$ cat src/hdl/cbd_pkg.sv
// ----------------------------------------------------------------------------
// cbd_pkg
// Shared types and constants of the CBOR head stream decoder.
// ----------------------------------------------------------------------------
package cbd_pkg;

   // field widths
   localparam int BYTE_W = 8;
   localparam int MAJOR_W = 3;
   localparam int SIZE_W = 2;
   localparam int ARG_W = 64;
   localparam int ARG_LEFT_W = 4;

   // head byte layout
   localparam logic [BYTE_W-1:0] MAJOR_MASK = 8'hE0;
   localparam int MAJOR_SHIFT = 5;
   localparam logic [4:0] AI_INLINE_LIMIT = 5'd24;
   localparam logic [4:0] AI_ARG_MAX = 5'd27;

   // major types with special handling
   localparam logic [MAJOR_W-1:0] MAJOR_NEG_INT = 3'd1;
   localparam logic [MAJOR_W-1:0] MAJOR_BYTES = 3'd2;
   localparam logic [MAJOR_W-1:0] MAJOR_TEXT = 3'd3;
   localparam logic [MAJOR_W-1:0] MAJOR_SIMPLE = 3'd7;

   // result queue depth
   localparam int QUEUE_DEPTH = 2;
   localparam int QUEUE_PTR_W = (QUEUE_DEPTH > 1) ? $clog2(QUEUE_DEPTH) : 1;
   localparam int QUEUE_CNT_W = $clog2(QUEUE_DEPTH + 1);

   typedef enum logic [1:0] {
      KIND_HEAD    = 2'd0,
      KIND_PAYLOAD = 2'd1,
      KIND_ERROR   = 2'd2
   } item_kind_type;

   typedef enum logic [1:0] {
      ERR_NONE          = 2'd0,
      ERR_RESERVED_AI   = 2'd1,
      ERR_TRUNC_ARG     = 2'd2,
      ERR_TRUNC_PAYLOAD = 2'd3
   } error_code_type;

   typedef enum logic [2:0] {
      PH_HEAD    = 3'b001,
      PH_ARG     = 3'b010,
      PH_PAYLOAD = 3'b100
   } phase_type;

   // one decoded result, plus a flag for a trailing truncated payload error
   typedef struct packed {
      item_kind_type        kind;
      logic [MAJOR_W-1:0]   major;
      logic [SIZE_W-1:0]    size_class;
      logic [ARG_W-1:0]     argument;
      logic                 signed_overflow;
      logic [BYTE_W-1:0]    payload_byte;
      logic                 payload_last;
      error_code_type       error_code;
      logic                 trunc_follow;
   } result_type;

endpackage

$ cat src/hdl/cbd_req_if.sv
// ----------------------------------------------------------------------------
// cbd_req_if
// Byte stream channel into the decoder: valid/ready with one byte per item.
// ----------------------------------------------------------------------------
interface cbd_req_if import cbd_pkg::*; ();
   logic              valid;
   logic              ready;
   logic [BYTE_W-1:0] in_byte;
   logic              buffer_end;

   modport source (output valid, output in_byte, output buffer_end, input ready);
   modport sink (input valid, input in_byte, input buffer_end, output ready);
endinterface

$ cat src/hdl/cbd_rsp_if.sv
// ----------------------------------------------------------------------------
// cbd_rsp_if
// Result channel out of the decoder: valid/ready with one result per item.
// ----------------------------------------------------------------------------
interface cbd_rsp_if import cbd_pkg::*; ();
   logic               valid;
   logic               ready;
   item_kind_type      item_kind;
   logic [MAJOR_W-1:0] item_major;
   logic [SIZE_W-1:0]  size_class;
   logic [ARG_W-1:0]   argument;
   logic               signed_overflow;
   logic [BYTE_W-1:0]  payload_byte;
   logic               payload_last;
   error_code_type     error_code;
   logic               run_last;

   modport source (output valid, output item_kind, output item_major, output size_class,
                   output argument, output signed_overflow, output payload_byte,
                   output payload_last, output error_code, output run_last, input ready);
   modport sink (input valid, input item_kind, input item_major, input size_class,
                 input argument, input signed_overflow, input payload_byte,
                 input payload_last, input error_code, input run_last, output ready);
endinterface

$ cat src/hdl/cbd_head_decoder.sv
// ----------------------------------------------------------------------------
// cbd_head_decoder
// Input register and head/argument/payload state machine; one byte a cycle while the queue has space.
// ----------------------------------------------------------------------------
module cbd_head_decoder import cbd_pkg::*; (
   input  logic       clock,
   input  logic       reset,
   cbd_req_if.sink    req,
   input  logic       queue_space,
   output logic       push,
   output result_type push_result
);

   logic                  in_valid_ff, in_valid_in;
   logic [BYTE_W-1:0]     in_byte_ff;
   logic                  in_end_ff;
   logic                  consume;
   logic                  req_fire;

   phase_type             phase_ff, phase_in;
   logic [MAJOR_W-1:0]    major_ff, major_in;
   logic [SIZE_W-1:0]     size_ff, size_in;
   logic [ARG_LEFT_W-1:0] arg_left_ff, arg_left_in;
   logic [ARG_W-1:0]      acc_ff, acc_in;
   logic [ARG_W-1:0]      pay_left_ff, pay_left_in;

   logic [ARG_W-1:0]      acc_next;
   logic [ARG_LEFT_W-1:0] arg_left_dec;
   logic [ARG_W-1:0]      pay_left_dec;
   logic [4:0]            head_ai;
   logic [MAJOR_W-1:0]    head_major;
   logic                  finish;
   logic [ARG_W-1:0]      finish_arg;
   logic                  have_result;
   result_type            res;

   // input register, refilled whenever the held byte is decoded
   assign consume = in_valid_ff & queue_space;
   assign req.ready = ~in_valid_ff | consume;
   assign req_fire = req.valid & req.ready;
   assign in_valid_in = req_fire | (in_valid_ff & ~consume);

   always_ff @(posedge clock) begin
      if (reset) begin
         in_valid_ff <= 1'b0;
      end else begin
         in_valid_ff <= in_valid_in;
      end
      if (req_fire) begin
         in_byte_ff <= req.in_byte;
         in_end_ff <= req.buffer_end;
      end
   end

   // byte decode against the current phase
   assign acc_next = {acc_ff[ARG_W-BYTE_W-1:0], in_byte_ff};
   assign arg_left_dec = arg_left_ff - ARG_LEFT_W'(1);
   assign pay_left_dec = pay_left_ff - ARG_W'(1);
   assign head_ai = in_byte_ff[4:0];
   assign head_major = MAJOR_W'((in_byte_ff & MAJOR_MASK) >> MAJOR_SHIFT);

   always_comb begin
      phase_in = phase_ff;
      major_in = major_ff;
      size_in = size_ff;
      arg_left_in = arg_left_ff;
      acc_in = acc_ff;
      pay_left_in = pay_left_ff;
      finish = 1'b0;
      finish_arg = '0;
      have_result = 1'b0;
      res = '0;
      res.kind = KIND_HEAD;
      res.error_code = ERR_NONE;

      unique case (phase_ff)
         PH_ARG: begin
            acc_in = acc_next;
            arg_left_in = arg_left_dec;
            if (arg_left_dec == '0) begin
               finish = 1'b1;
               finish_arg = acc_next;
            end else if (in_end_ff) begin
               have_result = 1'b1;
               res.kind = KIND_ERROR;
               res.major = major_ff;
               res.size_class = size_ff;
               res.error_code = ERR_TRUNC_ARG;
               phase_in = PH_HEAD;
            end
         end
         PH_PAYLOAD: begin
            pay_left_in = pay_left_dec;
            have_result = 1'b1;
            res.kind = KIND_PAYLOAD;
            res.major = major_ff;
            res.size_class = size_ff;
            res.payload_byte = in_byte_ff;
            res.payload_last = (pay_left_dec == '0);
            if (pay_left_dec == '0) begin
               phase_in = PH_HEAD;
            end
         end
         default: begin
            // head byte, also taken for any unused phase code
            major_in = head_major;
            size_in = '0;
            if (head_major == MAJOR_SIMPLE) begin
               have_result = 1'b1;
               res.major = head_major;
               res.argument = ARG_W'(in_byte_ff);
               phase_in = PH_HEAD;
            end else if (head_ai < AI_INLINE_LIMIT) begin
               finish = 1'b1;
               finish_arg = ARG_W'(head_ai);
            end else if (head_ai <= AI_ARG_MAX) begin
               size_in = head_ai[1:0];
               arg_left_in = ARG_LEFT_W'(1) << head_ai[1:0];
               acc_in = '0;
               if (in_end_ff) begin
                  have_result = 1'b1;
                  res.kind = KIND_ERROR;
                  res.major = head_major;
                  res.size_class = head_ai[1:0];
                  res.error_code = ERR_TRUNC_ARG;
                  phase_in = PH_HEAD;
               end else begin
                  phase_in = PH_ARG;
               end
            end else begin
               have_result = 1'b1;
               res.kind = KIND_ERROR;
               res.major = head_major;
               res.error_code = ERR_RESERVED_AI;
               phase_in = PH_HEAD;
            end
         end
      endcase

      // completed head; strings with a non-zero length go on to payload
      if (finish) begin
         have_result = 1'b1;
         res.kind = KIND_HEAD;
         res.major = major_in;
         res.size_class = size_in;
         res.argument = finish_arg;
         res.signed_overflow = (major_in <= MAJOR_NEG_INT) & finish_arg[ARG_W-1];
         if (((major_in == MAJOR_BYTES) || (major_in == MAJOR_TEXT)) && (finish_arg != '0)) begin
            pay_left_in = finish_arg;
            phase_in = PH_PAYLOAD;
         end else begin
            phase_in = PH_HEAD;
         end
      end

      // buffer end: flag a cut-off string and go back to expecting a head
      if (in_end_ff) begin
         res.trunc_follow = (phase_in == PH_PAYLOAD);
         phase_in = PH_HEAD;
         arg_left_in = '0;
      end
   end

   assign push = consume & have_result;
   assign push_result = res;

   // decoder state
   always_ff @(posedge clock) begin
      if (reset) begin
         phase_ff <= PH_HEAD;
      end else if (consume) begin
         phase_ff <= phase_in;
      end
      if (consume) begin
         major_ff <= major_in;
         size_ff <= size_in;
         arg_left_ff <= arg_left_in;
         acc_ff <= acc_in;
         pay_left_ff <= pay_left_in;
      end
   end

endmodule

$ cat src/hdl/cbd_result_queue.sv
// ----------------------------------------------------------------------------
// cbd_result_queue
// Small result queue; an entry flagged for truncation goes out as two items.
// ----------------------------------------------------------------------------
module cbd_result_queue import cbd_pkg::*; (
   input  logic       clock,
   input  logic       reset,
   input  logic       push,
   input  result_type push_result,
   output logic       queue_space,
   cbd_rsp_if.source  rsp
);

   result_type             entry_ff [QUEUE_DEPTH];
   logic [QUEUE_PTR_W-1:0] wr_ptr_ff, wr_ptr_in;
   logic [QUEUE_PTR_W-1:0] rd_ptr_ff, rd_ptr_in;
   logic [QUEUE_CNT_W-1:0] count_ff, count_in;
   logic                   second_ff, second_in;
   result_type             head;
   logic                   rsp_fire;
   logic                   pop;

   assign queue_space = (count_ff != QUEUE_CNT_W'(QUEUE_DEPTH));
   assign head = entry_ff[rd_ptr_ff];

   // output fields; the second beat is the truncated payload error
   always_comb begin
      rsp.valid = (count_ff != '0);
      rsp.item_kind = head.kind;
      rsp.item_major = head.major;
      rsp.size_class = head.size_class;
      rsp.argument = head.argument;
      rsp.signed_overflow = head.signed_overflow;
      rsp.payload_byte = head.payload_byte;
      rsp.payload_last = head.payload_last;
      rsp.error_code = head.error_code;
      rsp.run_last = ~head.trunc_follow;
      if (second_ff) begin
         rsp.item_kind = KIND_ERROR;
         rsp.argument = '0;
         rsp.signed_overflow = 1'b0;
         rsp.payload_byte = '0;
         rsp.payload_last = 1'b0;
         rsp.error_code = ERR_TRUNC_PAYLOAD;
         rsp.run_last = 1'b1;
      end
   end

   // pointer and count bookkeeping
   assign rsp_fire = rsp.valid & rsp.ready;
   assign pop = rsp_fire & (second_ff | ~head.trunc_follow);
   assign second_in = rsp_fire ? ~pop : second_ff;
   assign wr_ptr_in = (wr_ptr_ff == QUEUE_PTR_W'(QUEUE_DEPTH - 1)) ? '0
                      : wr_ptr_ff + QUEUE_PTR_W'(1);
   assign rd_ptr_in = (rd_ptr_ff == QUEUE_PTR_W'(QUEUE_DEPTH - 1)) ? '0
                      : rd_ptr_ff + QUEUE_PTR_W'(1);
   assign count_in = count_ff + QUEUE_CNT_W'(push) - QUEUE_CNT_W'(pop);

   always_ff @(posedge clock) begin
      if (reset) begin
         wr_ptr_ff <= '0;
         rd_ptr_ff <= '0;
         count_ff <= '0;
         second_ff <= 1'b0;
      end else begin
         count_ff <= count_in;
         second_ff <= second_in;
         if (push) begin
            wr_ptr_ff <= wr_ptr_in;
         end
         if (pop) begin
            rd_ptr_ff <= rd_ptr_in;
         end
      end
   end

   // queue storage
   always_ff @(posedge clock) begin
      if (push) begin
         entry_ff[wr_ptr_ff] <= push_result;
      end
   end

endmodule

$ cat src/hdl/cbor_head_stream_decoder.sv
// ----------------------------------------------------------------------------
// cbor_head_stream_decoder
// CBOR head decoder for a byte stream, reader side only.
// ----------------------------------------------------------------------------
// req_stream carries one stream byte per item together with buffer_end, set
// on the last byte of a buffer. rsp_stream carries decoded heads, string
// payload bytes and errors; run_last marks the last result of a byte.
// A byte is held in an input register, decoded there and written into the
// two-entry result queue once an entry is free; its first result is then
// offered from the queue. Throughput is one byte per cycle while the queue
// has a free entry, set by the single decode stage. A byte that also ends a
// string early gives two results and holds its queue entry until both have
// been taken.
// Argument bytes of a head give no result until the last one arrives or the buffer ends.
// Reset returns the decoder to expecting a head byte and empties the queue.
// When the receiver stalls, the queue fills and req_stream.ready falls once
// the held byte has no free entry to go to; no item is lost.
// ----------------------------------------------------------------------------
module cbor_head_stream_decoder import cbd_pkg::*; (
   input logic       clock,
   input logic       reset,
   cbd_req_if.sink   req_stream,
   cbd_rsp_if.source rsp_stream
);

   logic       queue_space;
   logic       push;
   result_type push_result;

   // byte decode and state
   cbd_head_decoder u_decoder (
      .clock       (clock),
      .reset       (reset),
      .req         (req_stream),
      .queue_space (queue_space),
      .push        (push),
      .push_result (push_result)
   );

   // result buffering towards the receiver
   cbd_result_queue u_queue (
      .clock       (clock),
      .reset       (reset),
      .push        (push),
      .push_result (push_result),
      .queue_space (queue_space),
      .rsp         (rsp_stream)
   );

endmodule

$ cat src/flat_wrapper.sv
// flat-port wrapper written by rule: the top's interface ports become plain ports
module cbor_head_stream_decoder_flat import cbd_pkg::*;
  (clock, reset, req_stream_valid, req_stream_in_byte, req_stream_buffer_end, req_stream_ready, rsp_stream_valid, rsp_stream_item_kind, rsp_stream_item_major, rsp_stream_size_class, rsp_stream_argument, rsp_stream_signed_overflow, rsp_stream_payload_byte, rsp_stream_payload_last, rsp_stream_error_code, rsp_stream_run_last, rsp_stream_ready);
  cbd_req_if req_stream_i ();
  cbd_rsp_if rsp_stream_i ();
  input logic clock;
  input logic reset;
  input wire logic [$bits(req_stream_i.valid)-1:0] req_stream_valid;
  input wire logic [$bits(req_stream_i.in_byte)-1:0] req_stream_in_byte;
  input wire logic [$bits(req_stream_i.buffer_end)-1:0] req_stream_buffer_end;
  output wire logic [$bits(req_stream_i.ready)-1:0] req_stream_ready;
  output wire logic [$bits(rsp_stream_i.valid)-1:0] rsp_stream_valid;
  output wire logic [$bits(rsp_stream_i.item_kind)-1:0] rsp_stream_item_kind;
  output wire logic [$bits(rsp_stream_i.item_major)-1:0] rsp_stream_item_major;
  output wire logic [$bits(rsp_stream_i.size_class)-1:0] rsp_stream_size_class;
  output wire logic [$bits(rsp_stream_i.argument)-1:0] rsp_stream_argument;
  output wire logic [$bits(rsp_stream_i.signed_overflow)-1:0] rsp_stream_signed_overflow;
  output wire logic [$bits(rsp_stream_i.payload_byte)-1:0] rsp_stream_payload_byte;
  output wire logic [$bits(rsp_stream_i.payload_last)-1:0] rsp_stream_payload_last;
  output wire logic [$bits(rsp_stream_i.error_code)-1:0] rsp_stream_error_code;
  output wire logic [$bits(rsp_stream_i.run_last)-1:0] rsp_stream_run_last;
  input wire logic [$bits(rsp_stream_i.ready)-1:0] rsp_stream_ready;
  assign req_stream_i.valid = req_stream_valid;
  assign req_stream_i.in_byte = req_stream_in_byte;
  assign req_stream_i.buffer_end = req_stream_buffer_end;
  assign req_stream_ready = req_stream_i.ready;
  assign rsp_stream_valid = rsp_stream_i.valid;
  assign rsp_stream_item_kind = rsp_stream_i.item_kind;
  assign rsp_stream_item_major = rsp_stream_i.item_major;
  assign rsp_stream_size_class = rsp_stream_i.size_class;
  assign rsp_stream_argument = rsp_stream_i.argument;
  assign rsp_stream_signed_overflow = rsp_stream_i.signed_overflow;
  assign rsp_stream_payload_byte = rsp_stream_i.payload_byte;
  assign rsp_stream_payload_last = rsp_stream_i.payload_last;
  assign rsp_stream_error_code = rsp_stream_i.error_code;
  assign rsp_stream_run_last = rsp_stream_i.run_last;
  assign rsp_stream_i.ready = rsp_stream_ready;
  cbor_head_stream_decoder u_core (.clock(clock), .reset(reset), .req_stream(req_stream_i), .rsp_stream(rsp_stream_i));
endmodule
$ cat config.mk
export PLATFORM = sky130hd
export DESIGN_NAME = cbor_head_stream_decoder_flat
export DESIGN_NICKNAME = d
export VERILOG_FILES = /design/src/hdl/cbd_pkg.sv /design/src/hdl/cbd_req_if.sv /design/src/hdl/cbd_rsp_if.sv /design/src/hdl/cbd_head_decoder.sv /design/src/hdl/cbd_result_queue.sv /design/src/hdl/cbor_head_stream_decoder.sv /design/src/flat_wrapper.sv
export SDC_FILE = /design/constraint.sdc
export NUM_CORES = 1
export LEC_CHECK = 0
export BUFFER_PORTS_ARGS = -buffer_cell sky130_fd_sc_hd__clkbuf_2
export CAP_MARGIN = 10
export CORE_AREA = 3 3 245 199
export CTS_CLUSTER_SIZE = 16
export DETAILED_ROUTE_END_ITERATION = 6
export DIE_AREA = 0 0 248 202
export MAX_ROUTING_LAYER = met4
export PLACE_DENSITY = 0.48
export REMOVE_ABC_BUFFERS = 1
export SLEW_MARGIN = 20
export SYNTH_ARGS = -nofsm -noshare
export SYNTH_HDL_FRONTEND = slang
export SYNTH_SLANG_ARGS = --single-unit
$ cat constraint.sdc
create_clock -name clock -period 12.7 [get_ports clock]
set_input_delay 1.905 -clock clock [delete_from_list [all_inputs] [get_ports clock]]
set_output_delay 1.905 -clock clock [all_outputs]
set_load 0.005 [all_outputs]
**Word level (Yosys, flattened, before mapping)**

Memory sizes are Yosys's and may differ from the RTL's. A register that Yosys moved wholly into a read port is not among the register bits.
Cells that the tools add are included.

- Add/subtract/negate cells: 6
- Order comparisons: 3
- Equality and inequality tests: 12
- Shift-type cells: 1
- Multiplexer cells: 76
- Bitwise operators: 15
- Reduce and logical (&&, ||, !) cells: 11

Operators by type and width:

| cell | count |
|---|---|
| 64-bit two-way mux | 5 |
| 56-bit two-way mux | 3 |
| 64-bit one-hot mux with 2 select lines | 1 |
| 56-bit one-hot mux with 2 select lines | 1 |
| 72-bit two-way mux | 1 |
| 64-bit zero test | 1 |
| 64-bit nonzero test | 1 |
| 64-bit by 1-bit subtractor with 64-bit output (second input constant) | 1 |
| 3-bit two-way mux | 11 |
| 2-bit two-way mux | 15 |
| 7-bit two-way mux | 4 |
| 8-bit two-way mux | 3 |
| 1-bit two-way mux | 19 |
| 5-bit two-way mux | 3 |
| 7-bit one-hot mux with 2 select lines | 1 |
| 4-bit two-way mux | 3 |
| 5-bit AND reduction | 2 |
| 3-bit by 2-bit == test with 1-bit output (second input constant) | 3 |
| 3-bit == test (second input constant) | 3 |
| 9-bit two-way mux | 1 |
| 4-bit one-hot mux with 2 select lines | 1 |
| 1-bit bitwise AND | 7 |
| 3-bit by 2-bit inequality test with 1-bit output (second input constant) | 2 |
| 3-bit one-hot mux with 2 select lines | 1 |
| 20 further kinds | 31 |

- Register bits: 147
- Bits in writable memories: 168
- Memories: 1

Memory list:

| memory | depth | bits a word | read ports | clocked after Yosys merged registers in | write ports | line | source |
|---|---|---|---|---|---|---|---|
| u_core.u_queue.entry_ff | 2 | 84 | 1 | 1 | 1 | cbd_result_queue.sv:14 | `result_type entry_ff [QUEUE_DEPTH];` |

**Depth between registers and ports, before layout**

- Depth after elaboration: 10
- Gate-level depth with buffers: 15

**Cells and area by module**

A second synthesis with hierarchy kept.

- Cells, all modules: 1,347
- Area total of the unflattened synthesis: 15,564.9 um^2

By module, submodules not included:

| module | instances | cells an instance | area each (um^2) |
|---|---|---|---|
| cbd_head_decoder | 1 | 964 | 8,947.3 |
| cbd_result_queue | 1 | 383 | 6,617.6 |

**Least setup slack after synthesis**

No wires, ideal clock.

- Kind: reg-to-reg
- From: register u_core.u_queue.count_ff[0]
- To: memory u_core.u_queue.entry_ff[0][0] (netlist bit) (enable)
- Library setup time: 527 ps
- Data arrival time: 5,997 ps
- Slack: 6,176 ps
- Stages on the path, launching flop included: 6
- Path buffers: 0
- Period minus slack after synthesis: 6,524 ps
- Cell sequence: dfxtp_1 > nand2b_1 > nand2_1 > inv_1 > o31ai_1 > nor2_1

- Longest elaborated chain between the ends: 5

RTL lines:

| element | line | source |
|---|---|---|
| from (decl) | cbd_result_queue.sv:17 | `logic [QUEUE_CNT_W-1:0] count_ff, count_in;` |
| from (signal assigned) | cbd_result_queue.sv:66 | `count_ff <= count_in;` |
| 2-bit inequality test | cbd_result_queue.sv:23 | `assign queue_space = (count_ff != QUEUE_CNT_W'(QUEUE_DEPTH));` |
| 1-bit bitwise AND | cbd_head_decoder.sv:38 | `assign consume = in_valid_ff & queue_space;` |
| net u_core.u_decoder.consume | cbd_head_decoder.sv:17 | `logic consume;` |
| 1-bit bitwise AND | cbd_head_decoder.sv:164 | `assign push = consume & have_result;` |
| 1-bit two-way mux | cbd_result_queue.sv:79 | `if (push) begin` |
| 1-bit two-way mux (implied by the code) | cbd_result_queue.sv:80 | `entry_ff[wr_ptr_ff] <= push_result;` |
| to (decl) | cbd_result_queue.sv:14 |  |

The timed path passes the listed nets, and every way through them passes these cells.

==> summary.md <==
| Metric | Value |
|---|---|
| WHS | 0.4965 ns |
| Critical path launch point type | flip-flop |
| Synth Area in Compound Gates | 0.06222 |
| Via density | 5.395 |
| CTS tree | done |
| Vias in the first global route | 11290 |
| Synth Area in XOR/XNOR | 0.04436 |
| Worst EP required | 10.80 ns |
| Worst Hold Class | reg2reg |
| Area growth, synth to finish | 13.07% |
| Post_cts resized | 0 |
| Nets | 1510 |
| Reg2Reg Launch Point | u_core.u_decoder.pay_left_ff[1] |
| Sequential area share after synthesis | 0.5800 |
| Maxcap violations | 0 |
| Die span in x | 248 µm |
| Vias | 11540 |
| Die height | 202 µm |
| Largest family of logic cells by synthesized area | simple AND/OR/NAND/NOR gates |
| Setup repair bufs after CTS | 0 |
| R2R depth | 11 |
| Cell Pwr Density | 147.0 nW/µm² |
| Number of synthesis warnings | 0 |
| Mapped cell area | 16190 µm² |
| Largest net degree at the start of global routing | 81 |
| Hold-fix buffers, CTS | 0 |
| First-iteration detailed-routing DRC count | 1085 |
| Worst Path Arrival | 2.74 ns |
| Final min period | 4.646 ns |
| Top cell family by delay on the critical path | buffers and inverters |
| Crit Path Class | reg2out |
| Top_reg_cell synth | edfxtp_1 |
| Setup Total Neg Slack | 0 ns |
| Post-Layout Cell Count | 2139 |
| Flops & latches, synth | 316 |
| Io pins | 99 |
| Fin. max-slew vios | 0 |
| Worst Tran Pin Value | 1.054 ns |
| Crit share post-route | 0.3659 |
| CTS Sinks | 316 |
| Worst path cell trace | buf_4 -> mux2i_1 -> nor2_1 -> clkbuf_2 |
| Filler instances | 4615 |
| Relative slew slack | 0.2887 |
| Leakage | 6.016 nW |
| Clk_skew | 0.03305 ns |
| ANT nets after route | 0 |
| Final GP Congestion | 0.9396 |
| Dpl cells | 2073 |
| Clk_lat worst skew | 0.56 ns |
| Post-Synth Adder-Cell Area | 0.004637 |
| GR peak layer | met1 |
| Netlist cell types | 79 |
| H-tree depth | 2 |
| Routed wire per std cell | 21.72 µm |
| Grt ovf | 0 |
| Simple-gate portion of the synthesized area | 0.2189 |
| FMAX | 215.2 MHz |
| TritonCTS buffer count | 36 |
| Design Power | 2.691 mW |
| Residual DRC | 0 |
| Endpoints failing setup | 0 |
| Bufs and invs on worst path | 2 |
| Hold path endpoint | u_core.u_decoder.phase_ff[2] |
| Syn_area_per_cell | 11.29 µm² |
| Worst flop-to-flop path endpoint | u_core.u_queue.entry_ff[0][0] |
| Placed cell area | 17090 µm² |
| Final Hold Viols | 0 |
| Worst VDD drop | 0.1002 mV |
| Clock Path Buffers | 3 |
| Port bufs | 98 |
| Critical path peak fanout | 44 |
| RSZ-0062 raised after global routing | false |
| Met2 GRT Util | 0.2595 |
| Met3 usage | 0.03542 |
| Initial antenna violation count | 2 |
| Starting density of the core | 0.3471 |
| CTS clk-pin slew, worst paths | 0.06 ns |
| FFs w/ async S/R, synth | 0 |
| Synth Instances | 1434 |
| Fin area | 18310 µm² |
| FP Rows | 71 |
| Gr usage total | 0.1900 |
| GR Util met1 | 0.2875 |
| Multiplexer share of the synthesized area | 0.05317 |
| CP peak stage delay | 0.83 ns |
| Die Area | 50100 µm² |
| Min-delay src | u_core.u_decoder.phase_ff[2] |
| Layout cell share with drive strength beyond 1 | 0.1444 |
| Hpwl dp | 32400 µm |
| Post-synth EDFFs | 306 |
| Global-route wire length before repair | 70600 µm |
| Setup crit end kind | output port |
| Root buffer selected by CTS | clkbuf_16 |
| Drt pass-1 iters | 7 |
| Min-Delay Path Depth | 2 |
| Drt total wl | 46470 µm |
| Core Area | 46640 µm² |
| CP max-delay cell | dfxtp_4 |
| R2R Setup Slk | 8.16 ns |
| Status | finished clean |
==> registers in the layout, summed over array words and instances, names as in the netlist, named ones only <==
register                      flops
u_core.u_queue.rd_ptr_ff          1
u_core.u_decoder.arg_left_ff      4
u_core.u_decoder.pay_left_ff     64
u_core.u_decoder.in_valid_ff      1
u_core.u_decoder.size_ff          2
u_core.u_decoder.phase_ff         3
u_core.u_decoder.major_ff         3
u_core.u_decoder.in_byte_ff       8
u_core.u_queue.wr_ptr_ff          1
u_core.u_queue.entry_ff         168
u_core.u_queue.second_ff          1
u_core.u_decoder.in_end_ff        1
u_core.u_queue.count_ff           2
u_core.u_decoder.acc_ff          56
==> final cells by class <==
type | count | area (µm²) | area share
sequential | 316 | 9397 | 0.5133
multi-input combinational | 1006 | 6246 | 0.3412
clock buffer | 45 | 955.9 | 0.05222
tap | 620 | 775.7 | 0.04238
timing repair buffer | 113 | 603.1 | 0.03295
clock inverter | 19 | 255.2 | 0.01394
inverter | 18 | 67.56 | 0.003691
antenna | 2 | 5.005 | 0.0002734
==> cell usage in the layout (no fill, tap or decap), drive strengths merged, types with 4 or more instances in the layout <==
master / count
nor2b: 6
or4: 17
a221oi: 5
inv: 20
a2111oi: 6
nand2b: 8
o31ai: 6
nand3: 34
or2: 10
bufinv: 5
a21boi: 4
o41ai: 4
nor3: 39
clkbuf: 143
dfxtp: 10
a21oi: 76
xor2: 43
ha: 6
xnor2: 39
and2: 123
nand4b: 5
mux2: 8
nand2: 83
nand3b: 5
nand4: 28
mux2i: 77
buf: 15
edfxtp: 306
nor2: 221
a21o: 4
clkinv: 12
o21ai: 16
a211o: 5
and3: 5
nor4: 70
or3: 11
==> power by group <==
part	internal (mW)	total [mW]	switching, mW
combinational	0.138	0.317	0.179
sequential	1.22	1.31	0.0905
clock	0.641	1.07	0.426
total	2.00	2.69	0.695
==> worst max path at each step <==
stage,start,slack (ns),endpoint,cells past startpoint
2_1_floorplan,u_core.u_decoder.arg_left_ff[0],5.61,u_core.u_queue.entry_ff[0][0],8
3_3_place_gp,u_core.u_decoder.pay_left_ff[2],8.14,u_core.u_queue.entry_ff[0][0],9
3_5_place_dp,u_core.u_decoder.pay_left_ff[0],8.28,u_core.u_queue.entry_ff[0][0],11
4_1_cts,flip-flop,7.86,rsp_stream_argument[16],4
5_1_grt,flip-flop,7.80,rsp_stream_argument[16],4
6_report,flip-flop,8.05,rsp_stream_argument[16],4
==> logic make-up (layout without fill, tap and decap cells) <==
kind of cell	count (synthesis)	count (layout)
fa+ha+maj	6	6
compound gates	156	156
mux	85	85
buf+inv	112	195
other cells	0	2
xor+xnor	82	82
simple gates	677	677
flops	316	316
==> worst reg2reg max path, delay by kind of cell, from the launching register on <==
kind                       cells  cell delay, ns
buffers and inverters          1            0.12
DFF                            1            0.47
AOI/OAI and AO/OA              3            1.06
adders and majority gates      1            0.22
and+or+nand+nor                6            2.42
==> cells in the mapped netlist (8+ instances only) <==
cell type	n	area, µm²
a21oi_1	76	380.4
and2_1	122	763.2
clkbuf_1	66	247.7
dfxtp_1	10	200.2
edfxtp_1	306	9189
inv_1	18	67.56
mux2_2	8	90.09
mux2i_1	77	770.7
nand2_1	83	311.6
nand2b_1	8	50.05
nand3_1	34	170.2
nand4_1	28	175.2
nor2_1	220	825.8
nor3_1	38	190.2
nor4_1	63	394.1
o21ai_0	15	75.07
or2_2	10	62.56
or4_1	14	105.1
xnor2_1	39	341.6
xor2_1	43	376.6
==> stage by stage <==
step,util,worst slack [ns]
after detailed placement,0.3664,8.280
final,0.3925,8.054
after global routing,0.3925,7.805
after global placement,0.3663,8.136
after CTS,0.3924,7.860
after floorplan,-,5.610
==> metal layers <==
layer / part of all wire / wire, µm / vias up
met5: 0 / 0 / -
met2: 0.42 / 19500 / 419
met1: 0.49 / 22960 / 5676
met4: 0.018 / 826 / 0
li1: - / - / 5384
met3: 0.068 / 3181 / 60
No activity file was read; power rests on OpenSTA's default activity.
